**src/hdl/mcoa_pkg.sv**
```systemverilog
`default_nettype none
// ----------------------------------------------------------------------------
// mcoa_pkg
// Shared types and codes for the motion command owner arbiter: action codes,
// status codes, source codes, the register map and the register reset values.
// ----------------------------------------------------------------------------
package mcoa_pkg;

    // Requested action of one command transaction.
    typedef enum logic [2:0] {
        ACT_ACQUIRE = 3'd0,
        ACT_RELEASE = 3'd1,
        ACT_SUBMIT  = 3'd2,
        ACT_REFRESH = 3'd3,
        ACT_CLEAR   = 3'd4,
        ACT_QUERY   = 3'd5
    } t_action;

    // Result status of one transaction.
    typedef enum logic [1:0] {
        ST_OK        = 2'd0,
        ST_REFUSED   = 2'd1,
        ST_INVALID   = 2'd2,
        ST_NOT_OWNER = 2'd3
    } t_status;

    // Source codes; codes above SRC_UPDATE are invalid.
    localparam logic [2:0] SRC_NONE     = 3'd0;
    localparam logic [2:0] SRC_REMOTE   = 3'd1;
    localparam logic [2:0] SRC_CONSOLE  = 3'd2;
    localparam logic [2:0] SRC_SELFTEST = 3'd3;
    localparam logic [2:0] SRC_UPDATE   = 3'd4;

    // Register map, indexed by byte address bit 2.
    localparam logic REG_TARGET_LIMIT = 1'b0;
    localparam logic REG_TIMEOUT_MS   = 1'b1;

    // Reset values of the configuration registers.
    localparam logic [14:0] TARGET_LIMIT_RESET = 15'd10000;
    localparam logic [15:0] TIMEOUT_MS_RESET   = 16'd100;

endpackage : mcoa_pkg
`default_nettype wire

```
**src/hdl/mcoa_channels.sv**
```systemverilog
`default_nettype none
// ----------------------------------------------------------------------------
// mcoa_cmd_if / mcoa_rsp_if
// Valid/ready channels that carry command transactions into the arbiter and
// result transactions out of it.
// ----------------------------------------------------------------------------

// Command channel: one action request per transaction.
interface mcoa_cmd_if;
    logic               valid;
    logic               ready;
    logic        [2:0]  action;
    logic        [2:0]  req_source;
    logic               seq_flag;
    logic signed [15:0] left_setpoint;
    logic signed [15:0] right_setpoint;
    logic        [31:0] stamp_ms;
    logic        [31:0] now_ms;

    modport source (
        output valid, action, req_source, seq_flag, left_setpoint, right_setpoint,
               stamp_ms, now_ms,
        input  ready
    );
    modport sink (
        input  valid, action, req_source, seq_flag, left_setpoint, right_setpoint,
               stamp_ms, now_ms,
        output ready
    );
endinterface : mcoa_cmd_if

// Result channel: status, owner, timeout verdict and the stored command.
interface mcoa_rsp_if import mcoa_pkg::*; ();
    logic               valid;
    logic               ready;
    t_status            status;
    logic        [2:0]  owner;
    logic               command_present;
    logic               timed_out;
    logic        [2:0]  cmd_source;
    logic               cmd_seq_flag;
    logic signed [15:0] cmd_left;
    logic signed [15:0] cmd_right;
    logic        [31:0] cmd_rcv_ms;

    modport source (
        output valid, status, owner, command_present, timed_out, cmd_source,
               cmd_seq_flag, cmd_left, cmd_right, cmd_rcv_ms,
        input  ready
    );
    modport sink (
        input  valid, status, owner, command_present, timed_out, cmd_source,
               cmd_seq_flag, cmd_left, cmd_right, cmd_rcv_ms,
        output ready
    );
endinterface : mcoa_rsp_if
`default_nettype wire

```
**src/hdl/motion_command_owner_arbiter.sv**
```systemverilog
`default_nettype none
// A command transaction passes the input register and then the result register, which holds its result.
// Throughput: one transaction per cycle; the input register and the result
// register form a two-stage pipeline that stalls only on result backpressure.
// Reset (synchronous, active low) clears the owner and the stored command and
// restores target_limit to 10000 and timeout_ms to 100.
// ----------------------------------------------------------------------------
// motion_command_owner_arbiter
// Keeps the control owner and one active motion command. Each transaction
// acquires, releases, submits, refreshes, clears or queries, and returns a
// status, the owner, the stored command and its timeout verdict.
// ----------------------------------------------------------------------------
module motion_command_owner_arbiter
    import mcoa_pkg::*;
(
    input  wire         i_clk,
    input  wire         i_rst_n,
    mcoa_cmd_if.sink    i_cmd,
    mcoa_rsp_if.source  o_rsp,
    input  wire         psel,
    input  wire         penable,
    input  wire         pwrite,
    input  wire  [2:0]  paddr,
    input  wire  [31:0] pwdata,
    output logic [31:0] prdata,
    output logic        pready
);

    // Configuration registers.
    logic [14:0] r_target_limit;
    logic [15:0] r_timeout_ms;

    // Input stage.
    logic               r_s1_valid;
    t_action            r_s1_action;
    logic        [2:0]  r_s1_source;
    logic               r_s1_seq;
    logic signed [15:0] r_s1_left;
    logic signed [15:0] r_s1_right;
    logic        [31:0] r_s1_stamp;
    logic        [31:0] r_s1_now;

    // Arbiter state, which also serves as the command part of the result.
    logic [2:0]  r_owner, n_owner;
    logic        r_cmd_valid, n_cmd_valid;
    logic [2:0]  r_cmd_source, n_cmd_source;
    logic        r_cmd_seq, n_cmd_seq;
    logic [15:0] r_cmd_left, n_cmd_left;
    logic [15:0] r_cmd_right, n_cmd_right;
    logic [31:0] r_cmd_rcv, n_cmd_rcv;

    // Result stage.
    logic        r_out_valid;
    t_status     r_out_status, n_status;
    logic        r_out_timed, n_timed;

    logic        s2_load;
    logic        may_take;
    logic        submit_ok;
    logic signed [16:0] lim_pos;
    logic signed [16:0] lim_neg;
    logic signed [16:0] left_x;
    logic signed [16:0] right_x;
    logic [31:0] age;

    // Pipeline handshake.
    assign s2_load     = r_s1_valid && (!r_out_valid || o_rsp.ready);
    assign i_cmd.ready = !r_s1_valid || s2_load;

    // APB register access.
    assign pready = 1'b1;
    always_comb begin
        if (paddr[2] == REG_TARGET_LIMIT) begin
            prdata = {17'd0, r_target_limit};
        end else begin
            prdata = {16'd0, r_timeout_ms};
        end
    end

    always_ff @(posedge i_clk) begin
        if (!i_rst_n) begin
            r_target_limit <= TARGET_LIMIT_RESET;
            r_timeout_ms   <= TIMEOUT_MS_RESET;
        end else if (psel && penable && pwrite) begin
            if (paddr[2] == REG_TARGET_LIMIT) begin
                r_target_limit <= pwdata[14:0];
            end else begin
                r_timeout_ms <= pwdata[15:0];
            end
        end
    end

    // Input register.
    always_ff @(posedge i_clk) begin
        if (!i_rst_n) begin
            r_s1_valid <= 1'b0;
        end else if (i_cmd.ready) begin
            r_s1_valid <= i_cmd.valid;
        end
    end

    always_ff @(posedge i_clk) begin
        if (i_cmd.valid && i_cmd.ready) begin
            r_s1_action <= t_action'(i_cmd.action);
            r_s1_source <= i_cmd.req_source;
            r_s1_seq    <= i_cmd.seq_flag;
            r_s1_left   <= i_cmd.left_setpoint;
            r_s1_right  <= i_cmd.right_setpoint;
            r_s1_stamp  <= i_cmd.stamp_ms;
            r_s1_now    <= i_cmd.now_ms;
        end
    end

    // Argument checks for a submit: source, sequence flag and target range.
    assign lim_pos  = $signed({2'b00, r_target_limit});
    assign lim_neg  = -lim_pos;
    assign left_x   = 17'(r_s1_left);
    assign right_x  = 17'(r_s1_right);
    assign may_take = (r_owner == SRC_NONE) || (r_owner == r_s1_source);
    assign submit_ok = (r_s1_source >= SRC_REMOTE) && (r_s1_source <= SRC_SELFTEST)
                    && ((r_s1_source == SRC_REMOTE) == r_s1_seq)
                    && (left_x >= lim_neg) && (left_x <= lim_pos)
                    && (right_x >= lim_neg) && (right_x <= lim_pos);

    // Action decode and next state.
    always_comb begin
        n_owner      = r_owner;
        n_cmd_valid  = r_cmd_valid;
        n_cmd_source = r_cmd_source;
        n_cmd_seq    = r_cmd_seq;
        n_cmd_left   = r_cmd_left;
        n_cmd_right  = r_cmd_right;
        n_cmd_rcv    = r_cmd_rcv;
        n_status     = ST_OK;
        unique case (r_s1_action)
            ACT_ACQUIRE: begin
                if (r_s1_source >= SRC_REMOTE && r_s1_source <= SRC_UPDATE && may_take) begin
                    n_owner = r_s1_source;
                end else begin
                    n_status = ST_REFUSED;
                end
            end
            ACT_RELEASE: begin
                if (r_s1_source != SRC_NONE && r_owner == r_s1_source) begin
                    n_owner      = SRC_NONE;
                    n_cmd_valid  = 1'b0;
                    n_cmd_source = SRC_NONE;
                    n_cmd_seq    = 1'b0;
                    n_cmd_left   = '0;
                    n_cmd_right  = '0;
                    n_cmd_rcv    = '0;
                end
            end
            ACT_SUBMIT: begin
                if (!submit_ok) begin
                    n_status = ST_INVALID;
                end else if (!may_take) begin
                    n_status = ST_NOT_OWNER;
                end else begin
                    n_owner      = r_s1_source;
                    n_cmd_valid  = 1'b1;
                    n_cmd_source = r_s1_source;
                    n_cmd_seq    = r_s1_seq;
                    n_cmd_left   = r_s1_left;
                    n_cmd_right  = r_s1_right;
                    n_cmd_rcv    = r_s1_stamp;
                end
            end
            ACT_REFRESH: begin
                if (r_cmd_valid && r_s1_source != SRC_NONE && r_cmd_source == r_s1_source) begin
                    n_cmd_rcv = r_s1_now;
                end else begin
                    n_status = ST_REFUSED;
                end
            end
            ACT_CLEAR: begin
                n_cmd_valid  = 1'b0;
                n_cmd_source = SRC_NONE;
                n_cmd_seq    = 1'b0;
                n_cmd_left   = '0;
                n_cmd_right  = '0;
                n_cmd_rcv    = '0;
            end
            ACT_QUERY: begin
                n_status = ST_OK;
            end
            default: begin
                n_status = ST_INVALID;
            end
        endcase
    end

    // Timeout verdict on the state after the action, with a wrapping age.
    assign age = r_s1_now - n_cmd_rcv;
    always_comb begin
        if (!n_cmd_valid) begin
            n_timed = 1'b1;
        end else if (n_cmd_source == SRC_REMOTE || n_cmd_source == SRC_SELFTEST) begin
            n_timed = (age >= {16'd0, r_timeout_ms});
        end else if (n_cmd_source == SRC_CONSOLE) begin
            n_timed = 1'b0;
        end else begin
            n_timed = 1'b1;
        end
    end

    // State and result register update.
    always_ff @(posedge i_clk) begin
        if (!i_rst_n) begin
            r_out_valid  <= 1'b0;
            r_owner      <= SRC_NONE;
            r_cmd_valid  <= 1'b0;
            r_cmd_source <= SRC_NONE;
            r_cmd_seq    <= 1'b0;
            r_cmd_left   <= '0;
            r_cmd_right  <= '0;
            r_cmd_rcv    <= '0;
        end else begin
            if (s2_load) begin
                r_out_valid  <= 1'b1;
                r_owner      <= n_owner;
                r_cmd_valid  <= n_cmd_valid;
                r_cmd_source <= n_cmd_source;
                r_cmd_seq    <= n_cmd_seq;
                r_cmd_left   <= n_cmd_left;
                r_cmd_right  <= n_cmd_right;
                r_cmd_rcv    <= n_cmd_rcv;
            end else if (o_rsp.ready) begin
                r_out_valid <= 1'b0;
            end
        end
    end

    always_ff @(posedge i_clk) begin
        if (s2_load) begin
            r_out_status <= n_status;
            r_out_timed  <= n_timed;
        end
    end

    // Result channel; the stored command is zero whenever none is present.
    assign o_rsp.valid           = r_out_valid;
    assign o_rsp.status          = r_out_status;
    assign o_rsp.owner           = r_owner;
    assign o_rsp.command_present = r_cmd_valid;
    assign o_rsp.timed_out       = r_out_timed;
    assign o_rsp.cmd_source      = r_cmd_source;
    assign o_rsp.cmd_seq_flag    = r_cmd_seq;
    assign o_rsp.cmd_left        = r_cmd_left;
    assign o_rsp.cmd_right       = r_cmd_right;
    assign o_rsp.cmd_rcv_ms      = r_cmd_rcv;

endmodule : motion_command_owner_arbiter
`default_nettype wire
```
**src/flat_wrapper.sv**
```systemverilog
// flat-port wrapper written by rule: the top's interface ports become plain ports
module motion_command_owner_arbiter_flat import mcoa_pkg::*;
  (i_clk, i_rst_n, psel, penable, pwrite, paddr, pwdata, prdata, pready, i_cmd_valid, i_cmd_action, i_cmd_req_source, i_cmd_seq_flag, i_cmd_left_setpoint, i_cmd_right_setpoint, i_cmd_stamp_ms, i_cmd_now_ms, i_cmd_ready, o_rsp_valid, o_rsp_status, o_rsp_owner, o_rsp_command_present, o_rsp_timed_out, o_rsp_cmd_source, o_rsp_cmd_seq_flag, o_rsp_cmd_left, o_rsp_cmd_right, o_rsp_cmd_rcv_ms, o_rsp_ready);
  mcoa_cmd_if i_cmd_i ();
  mcoa_rsp_if o_rsp_i ();
  input  wire i_clk;
  input  wire i_rst_n;
  input  wire psel;
  input  wire penable;
  input  wire pwrite;
  input  wire  [2:0] paddr;
  input  wire  [31:0] pwdata;
  output logic [31:0] prdata;
  output logic pready;
  input wire logic [$bits(i_cmd_i.valid)-1:0] i_cmd_valid;
  input wire logic [$bits(i_cmd_i.action)-1:0] i_cmd_action;
  input wire logic [$bits(i_cmd_i.req_source)-1:0] i_cmd_req_source;
  input wire logic [$bits(i_cmd_i.seq_flag)-1:0] i_cmd_seq_flag;
  input wire logic [$bits(i_cmd_i.left_setpoint)-1:0] i_cmd_left_setpoint;
  input wire logic [$bits(i_cmd_i.right_setpoint)-1:0] i_cmd_right_setpoint;
  input wire logic [$bits(i_cmd_i.stamp_ms)-1:0] i_cmd_stamp_ms;
  input wire logic [$bits(i_cmd_i.now_ms)-1:0] i_cmd_now_ms;
  output wire logic [$bits(i_cmd_i.ready)-1:0] i_cmd_ready;
  output wire logic [$bits(o_rsp_i.valid)-1:0] o_rsp_valid;
  output wire logic [$bits(o_rsp_i.status)-1:0] o_rsp_status;
  output wire logic [$bits(o_rsp_i.owner)-1:0] o_rsp_owner;
  output wire logic [$bits(o_rsp_i.command_present)-1:0] o_rsp_command_present;
  output wire logic [$bits(o_rsp_i.timed_out)-1:0] o_rsp_timed_out;
  output wire logic [$bits(o_rsp_i.cmd_source)-1:0] o_rsp_cmd_source;
  output wire logic [$bits(o_rsp_i.cmd_seq_flag)-1:0] o_rsp_cmd_seq_flag;
  output wire logic [$bits(o_rsp_i.cmd_left)-1:0] o_rsp_cmd_left;
  output wire logic [$bits(o_rsp_i.cmd_right)-1:0] o_rsp_cmd_right;
  output wire logic [$bits(o_rsp_i.cmd_rcv_ms)-1:0] o_rsp_cmd_rcv_ms;
  input wire logic [$bits(o_rsp_i.ready)-1:0] o_rsp_ready;
  assign i_cmd_i.valid = i_cmd_valid;
  assign i_cmd_i.action = i_cmd_action;
  assign i_cmd_i.req_source = i_cmd_req_source;
  assign i_cmd_i.seq_flag = i_cmd_seq_flag;
  assign i_cmd_i.left_setpoint = i_cmd_left_setpoint;
  assign i_cmd_i.right_setpoint = i_cmd_right_setpoint;
  assign i_cmd_i.stamp_ms = i_cmd_stamp_ms;
  assign i_cmd_i.now_ms = i_cmd_now_ms;
  assign i_cmd_ready = i_cmd_i.ready;
  assign o_rsp_valid = o_rsp_i.valid;
  assign o_rsp_status = o_rsp_i.status;
  assign o_rsp_owner = o_rsp_i.owner;
  assign o_rsp_command_present = o_rsp_i.command_present;
  assign o_rsp_timed_out = o_rsp_i.timed_out;
  assign o_rsp_cmd_source = o_rsp_i.cmd_source;
  assign o_rsp_cmd_seq_flag = o_rsp_i.cmd_seq_flag;
  assign o_rsp_cmd_left = o_rsp_i.cmd_left;
  assign o_rsp_cmd_right = o_rsp_i.cmd_right;
  assign o_rsp_cmd_rcv_ms = o_rsp_i.cmd_rcv_ms;
  assign o_rsp_i.ready = o_rsp_ready;
  motion_command_owner_arbiter u_core (.i_clk(i_clk), .i_rst_n(i_rst_n), .i_cmd(i_cmd_i), .o_rsp(o_rsp_i), .psel(psel), .penable(penable), .pwrite(pwrite), .paddr(paddr), .pwdata(pwdata), .prdata(prdata), .pready(pready));
endmodule
```
**config.mk**
```make
export PLATFORM = sky130hd
export DESIGN_NAME = motion_command_owner_arbiter_flat
export DESIGN_NICKNAME = d
export VERILOG_FILES = /design/src/hdl/mcoa_pkg.sv /design/src/hdl/mcoa_channels.sv /design/src/hdl/motion_command_owner_arbiter.sv /design/src/flat_wrapper.sv
export SDC_FILE = /design/constraint.sdc
export NUM_CORES = 1
export LEC_CHECK = 0
export ABC_AREA = 1
export BUFFER_PORTS_ARGS = -buffer_cell sky130_fd_sc_hd__buf_2
export CAP_MARGIN = 10
export CORE_MARGIN = 3
export CORE_UTILIZATION = 35
export CTS_CLUSTER_DIAMETER = 60
export DETAILED_ROUTE_END_ITERATION = 10
export HOLD_SLACK_MARGIN = 0.02
export PLACE_DENSITY_LB_ADDON = 0.3
export SLEW_MARGIN = 5
export SYNTH_ARGS = -nofsm -noshare
export SYNTH_HDL_FRONTEND = slang
export SYNTH_SLANG_ARGS = --single-unit
```
**constraint.sdc**
```tcl
create_clock -name i_clk -period 7.5 [get_ports i_clk]
set_input_delay 0.375 -clock i_clk [delete_from_list [all_inputs] [get_ports i_clk]]
set_output_delay 0.375 -clock i_clk [all_outputs]
set_load 0.05 [all_outputs]
```
### After elaboration in Yosys (flattened, before gate mapping)

Index checks and enable logic that the tools add are counted.

| word-level totals | value |
|---|---|
| input port bits | 145 |
| output and inout port bits | 110 |
| flip-flop bits (word level) | 211 |
| logic and storage cells | 118 |

| operators by class | value |
|---|---|
| equal/unequal tests | 16 |
| bitwise operators | 1 |
| magnitude comparators | 8 |
| add/sub/neg operators | 2 |
| reduce and logical (&&, ||, !) cells | 32 |
| multiplexer cells | 39 |

Operator list:

| operator | number |
|---|---|
| $mux W32 | 4 |
| $pmux W32 S4 | 1 |
| $mux W16 | 6 |
| $pmux W16 S3 | 2 |
| $ge A16 B17 Y1 | 2 |
| $ge A32 B16 Y1 | 1 |
| $le A16 B16 Y1 | 2 |
| $sub A32 B32 Y32 | 1 |
| $mux W3 | 7 |
| $pmux W3 S3 | 2 |
| $neg A15 Y17 | 1 |
| $logic_and A1 B1 Y1 | 15 |
| $eq A3 B2 Y1 const B | 4 |
| $mux W1 | 12 |
| $eq A3 B1 Y1 const B | 3 |
| $reduce_bool A3 Y1 | 3 |
| $ne A2 B1 Y1 const B | 4 |
| $pmux W2 S4 | 1 |
| $eq A3 B3 Y1 | 2 |
| $eq A3 B3 Y1 const B | 2 |
| $logic_not A3 Y1 | 2 |
| $pmux W1 S3 | 2 |
| $reduce_and A6 Y1 | 1 |
| $reduce_and A5 Y1 | 1 |
| 11 further kinds | 17 |

### Logic depth before layout (Yosys ltp)

| depth | value |
|---|---|
| depth after elaboration | 12 |
| mapped depth | 52 |
| mapped depth without buffers | 51 |

### Worst setup path before layout

OpenSTA, ideal clock, no wires.

| path | value |
|---|---|
| path kind | register to register |
| start point | reg u_core.r_target_limit[1] |
| end point | reg u_core.r_out_timed, in the netlist u_core.o_rsp.timed_out (data pin) |
| slack | 0.879 ns |
| data arrival time | 6.360 ns |
| setup time | 0.260 ns |
| cell stages (with the launch flop) | 51 |
| path through | dfxtp_1 > inv_1 > ha_1 > nand2_1 > nor2_1 > nand3_1 > nor3_1 > nand3_1 > xor2_1 > ha_1 > nand2_1 > nor4_1 > nand2_1 > nor2_1 > nand2_1 > nand2_1 > nand4_1 > a21oi_4 > (+15 left out) > nand2_2 > nand3_1 > nand2_2 > xor2_1 > ha_1 > a21oi_1 > nor2_1 > nor2_1 > o21ai_0 > nand4_1 > o211a_1 > nand2_1 > nor2_1 > nand2_1 > nor2_1 > nand3_1 > nand2_1 > nand2_1 |

| on the way | value |
|---|---|
| word-level cells in the longest chain between the ends | 11 |
| elaborated cells on any way between the ends | 23 |

Ends and longest elaborated chain:

| element | RTL line | RTL |
|---|---|---|
| start, declared | motion_command_owner_arbiter.sv:30 | `logic [14:0] r_target_limit;` |
| start signal, assigned | motion_command_owner_arbiter.sv:86 | `r_target_limit <= pwdata[14:0];` |
| $neg A15 Y17 | motion_command_owner_arbiter.sv:116 | `assign lim_neg = -lim_pos;` |
| $ge A16 B17 Y1 | motion_command_owner_arbiter.sv:122 | `&& (left_x >= lim_neg) && (left_x <= lim_pos)` |
| $logic_and A1 B1 Y1 (2 in a row) | motion_command_owner_arbiter.sv:122 |  |
| $logic_and A1 B1 Y1 | motion_command_owner_arbiter.sv:123 | `&& (right_x >= lim_neg) && (right_x <= lim_pos);` |
| $logic_and A1 B1 Y1 (*) | motion_command_owner_arbiter.sv:123 |  |
| $mux W32 (*) | motion_command_owner_arbiter.sv:155 | `if (!submit_ok) begin` |
| $pmux W32 S4 (*) | motion_command_owner_arbiter.sv:135 | `unique case (r_s1_action)` |
| via u_core.n_cmd_rcv[0] | motion_command_owner_arbiter.sv:50 | `logic [31:0] r_cmd_rcv, n_cmd_rcv;` |
| $sub A32 B32 Y32 (*) | motion_command_owner_arbiter.sv:194 | `assign age = r_s1_now - n_cmd_rcv;` |
| $ge A32 B16 Y1 (*) | motion_command_owner_arbiter.sv:199 | `n_timed = (age >= {16'd0, r_timeout_ms});` |
| $mux W1 (*) | motion_command_owner_arbiter.sv:198 | `end else if (n_cmd_source == SRC_REMOTE \|\| n_cmd_source == SRC_SELFTEST) begin` |
| end signal, assigned | motion_command_owner_arbiter.sv:237 | `r_out_timed <= n_timed;` |
| end, declared | motion_command_owner_arbiter.sv:55 | `logic r_out_timed, n_timed;` |

Mark *: on every way through the listed nets, which the timed path passes. The rest lies on a longest branch.
A chain may end at the register's enable or synchronous reset.

### Worst setup path in the final report

| path | value |
|---|---|
| start point | reg u_core.r_target_limit[0] |
| end point | reg u_core.r_out_timed, in the netlist u_core.o_rsp.timed_out (data pin) |

The elaborated chain is that of the path after synthesis.

==> results by group <==
Global route
  – Largest net degree at the start of global routing: 68
  – Initial antenna violation count: 3
  – Grt total ovfl: 0
  – Number of global-route vias before repair: 12100
  – Overall Global Routing Usage: 21.4%
  – Global-route wire length before repair: 66400 um

Logic synthesis
  – Synthesized flop and latch total: 211
  – Cell Area, Synth: 12900 sq um
  – Post-synthesis cell type count: 50
  – Avg Synthesized Cell Area: ~8 sq um
  – Asr flop ratio synth: 0%
  – Syn Inst Count: 1634
  – Number of synthesized flops with an enable pin: ~110
  – Main synth FF type: edfxtp_1
  – Seq/Total Area, Yosys: 40.9%
  – Yosys warnings: 0

Status
  – Status: complete, no violations

Die
  – Core footprint: 36000 sq um
  – Die area: 39200 sq um
  – Starting Density: 35.9%
  – Die Wd: 198 um
  – Die Ht: 198 um
  – Cell row count: 69
  – Top-level port count: 255

Worst hold path
  – Startpoint of the worst hold path: pwdata[5]
  – Min-delay worst type: primary input to register

Worst setup path
  – R2R Path Start: u_core.r_target_limit[0]
  – Crit. Startpoint: u_core.r_target_limit[0]
  – Slowest CP cell: fa_1
  – Crit path max fanout: 4
  – WS Path Type: register to register
  – CP startpoint kind: register
  – Critical path endpoint category: register
  – Worst path max stage delay: 0.40 ns
  – Most frequent CP cell: nand2_1
  – Critical Path AT: 7.27 ns
  – Worst EP required: roughly 7.8 ns

Detailed routing
  – Vias per cell: 5.17
  – Wire per inst: 17.8 um
  – Post-route ant nets: 0
  – Drt pass-1 iters: 5
  – DRC viols: 0
  – Via count: 12600
  – 1st-iter DRT viols: slightly above 700
  – Routed WL: 43200 um

Cells and area
  – Post-layout util: 45.5%
  – Synth-to-Final Area Change: 27.0%
  – Layout cells sized above 1: roughly 16%
  – Commonest non-fill, non-tap cell in the layout: nand2_1
  – Most frequent cells in the layout: 312 x nand2_1, 219 x buf_2, 207 x inv_1
  – Final nets: 2198
  – Post-Layout Cell Count: between 2000 and 2500

CTS
  – CTS buffer count: 26
  – CTS root buffer: clkbuf_16
  – TritonCTS clock tree: done
  – H-tree levels: 1
  – Num Clock Sinks: 211
  – Worst-Skew Late Latency: 0.55 ns
  – Worst-path clk slew: roughly 0.06 ns
  – Max Root-Sink Buffers: 3

Place
  – Placed Cells: 2278
  – I/O Buffers: around 220
  – Routability cong.: 0.942
  – Final HPWL DP: 32200 um

Timing
  – Pin slew with the least headroom to its limit: 1.17 ns
  – Slew margin rel.: 22.0%
  – Final Max Tran Viols: 0
  – Final hold vios: 0
  – Max Clock Skew: 0.0178 ns
  – Final period utilization: 93.0%
  – Min Tclk post-route: 6.98 ns
  – # setup viols final: 0
  – Fmax: 143 MHz

Run
  – MaxCap Viol Count: 0

Power
  – Peak VDD IR: 168 uV
  – Cell Pwr Density: 202 nW/um^2
  – P_leak: 0.00734 uW
## critical path, delay by kind of cell (launching register included)
family	cells	cell delay, ns
AND/OR/NAND/NOR	29	2.80
AO/OA/AOI/OAI	10	1.52
adder cells (fa/ha/maj)	5	1.43
flip-flops	1	0.38
XOR/XNOR	2	0.34
buffers and inverters	3	0.26
## worst paths after layout
| kind | depth (start not counted) | slack [ns] | to |
|---|---|---|---|
| min reg2reg | 2 | 0.46 | u_core.o_rsp.cmd_right[11] |
| max | 49 | 0.52 | u_core.o_rsp.timed_out |
| max reg2reg | 49 | 0.52 | u_core.o_rsp.timed_out |
| min | 3 | 0.06 | u_core.r_timeout_ms[5] |
## where the power goes
group / total, uW / switching [uW] / internal [uW]
combinational: 761 / 496 / 266
clock: 1230 / 506 / 728
sequential: 1320 / 49.7 / 1270
total: 3320 / 1050 / 2270
## cells by family (layout without fill, tap and decap cells)
| family | after synthesis | after routing | share of synthesized area (%) |
|---|---|---|---|
| simple gates | 595 | 595 | 20.2 |
| fa+ha+maj | 104 | 104 | 10.1 |
| flops | 211 | 211 | 40.9 |
| compound gates | 410 | 410 | 17.9 |
| buf+inv | 280 | 600 | 8.64 |
| xor+xnor | 32 | 32 | 2.17 |
| other cells | 2 | 20 | 0.0582 |
## flip-flops by register name (all words and copies together), names as in the netlist, 2 cells and up
signal                   count
u_core.o_rsp.cmd_rcv_ms     32
u_core.r_s1_now             32
u_core.r_s1_stamp           32
u_core.o_rsp.cmd_left       16
u_core.o_rsp.cmd_right      16
u_core.r_s1_left            16
u_core.r_s1_right           16
u_core.r_timeout_ms         16
u_core.r_target_limit       15
u_core.o_rsp.cmd_source      3
u_core.o_rsp.owner           3
u_core.r_s1_action           3
u_core.r_s1_source           3
u_core.o_rsp.status          2
## cell usage after synthesis, types with 2 or more instances
cell type | instances | area, sq um
nand4_1 | 15 | 93.8
o21a_1 | 7 | 52.6
o22ai_1 | 7 | 43.8
nand3_2 | 4 | 40.0
o21ai_0 | 135 | 676
clkbuf_1 | 49 | 184
xnor2_1 | 9 | 78.8
clkinv_1 | 2 | 7.51
a21o_1 | 3 | 22.5
nor2_2 | 3 | 18.8
nand2_4 | 2 | 22.5
a22oi_1 | 18 | 135
ha_1 | 103 | 1290
nand2_1 | 312 | 1170
nand3_4 | 2 | 35.0
nand3b_1 | 7 | 52.6
o21bai_1 | 4 | 30.0
nor2_1 | 96 | 360
a221oi_1 | 10 | 87.6
o211ai_1 | 26 | 195
nand2_2 | 13 | 81.3
xor2_1 | 23 | 201
buf_4 | 17 | 128
edfxtp_1 | 106 | 3180
nor3_1 | 19 | 95.1
a31oi_1 | 5 | 31.3
conb_1 | 2 | 7.51
o2111ai_1 | 2 | 17.5
a21oi_1 | 180 | 901
inv_1 | 210 | 788
dfxtp_1 | 105 | 2100
a211oi_1 | 7 | 52.6
nand3_1 | 114 | 571
## cell type report
cell class | count | area, sq um
inverter | 213 | 802
clock inverter | 12 | 101
multi-input combinational | 1158 | 6610
tap | 461 | 577
fill | 3600 | 19600
antenna | 3 | 7.51
clock buffer | 36 | 741
timing repair buffer | 339 | 2270
sequential | 211 | 5290
## repair_timing
item                                   4_1_cts  5_1_grt
hold buffers                               103        0
setup buffers                                0        1
resized for setup                            0       16
setup endpoints to repair                    0        1
endpoints found under the hold margin      103        0
## through the flow
stage / worst slack [ns] / TNS [ns] / hold WS, ns / total power, uW / cell area (sq um)
6_report: 0.522 / 0 / 0.0560 / 3320 / 16400
5_1_grt: -0.112 / -0.112 / 0.0566 / 3490 / 16400
4_1_cts: 0.292 / 0 / 0.0318 / 3340 / 16300
3_5_place_dp: 0.337 / 0 / 0.456 / 2050 / 14500
3_3_place_gp: 0.424 / 0 / 0.449 / 2050 / 14500
2_1_floorplan: 0.879 / 0 / 0.450 / 1840 / 13000
## metal layers
layer  GRT usage [%]  wire length (um)
met5               0                 0
met4            6.11              1160
met3            2.99              2590
met2            35.3             19600
met1            29.5             19800
Note: power is estimated with default switching activity, not from simulation.
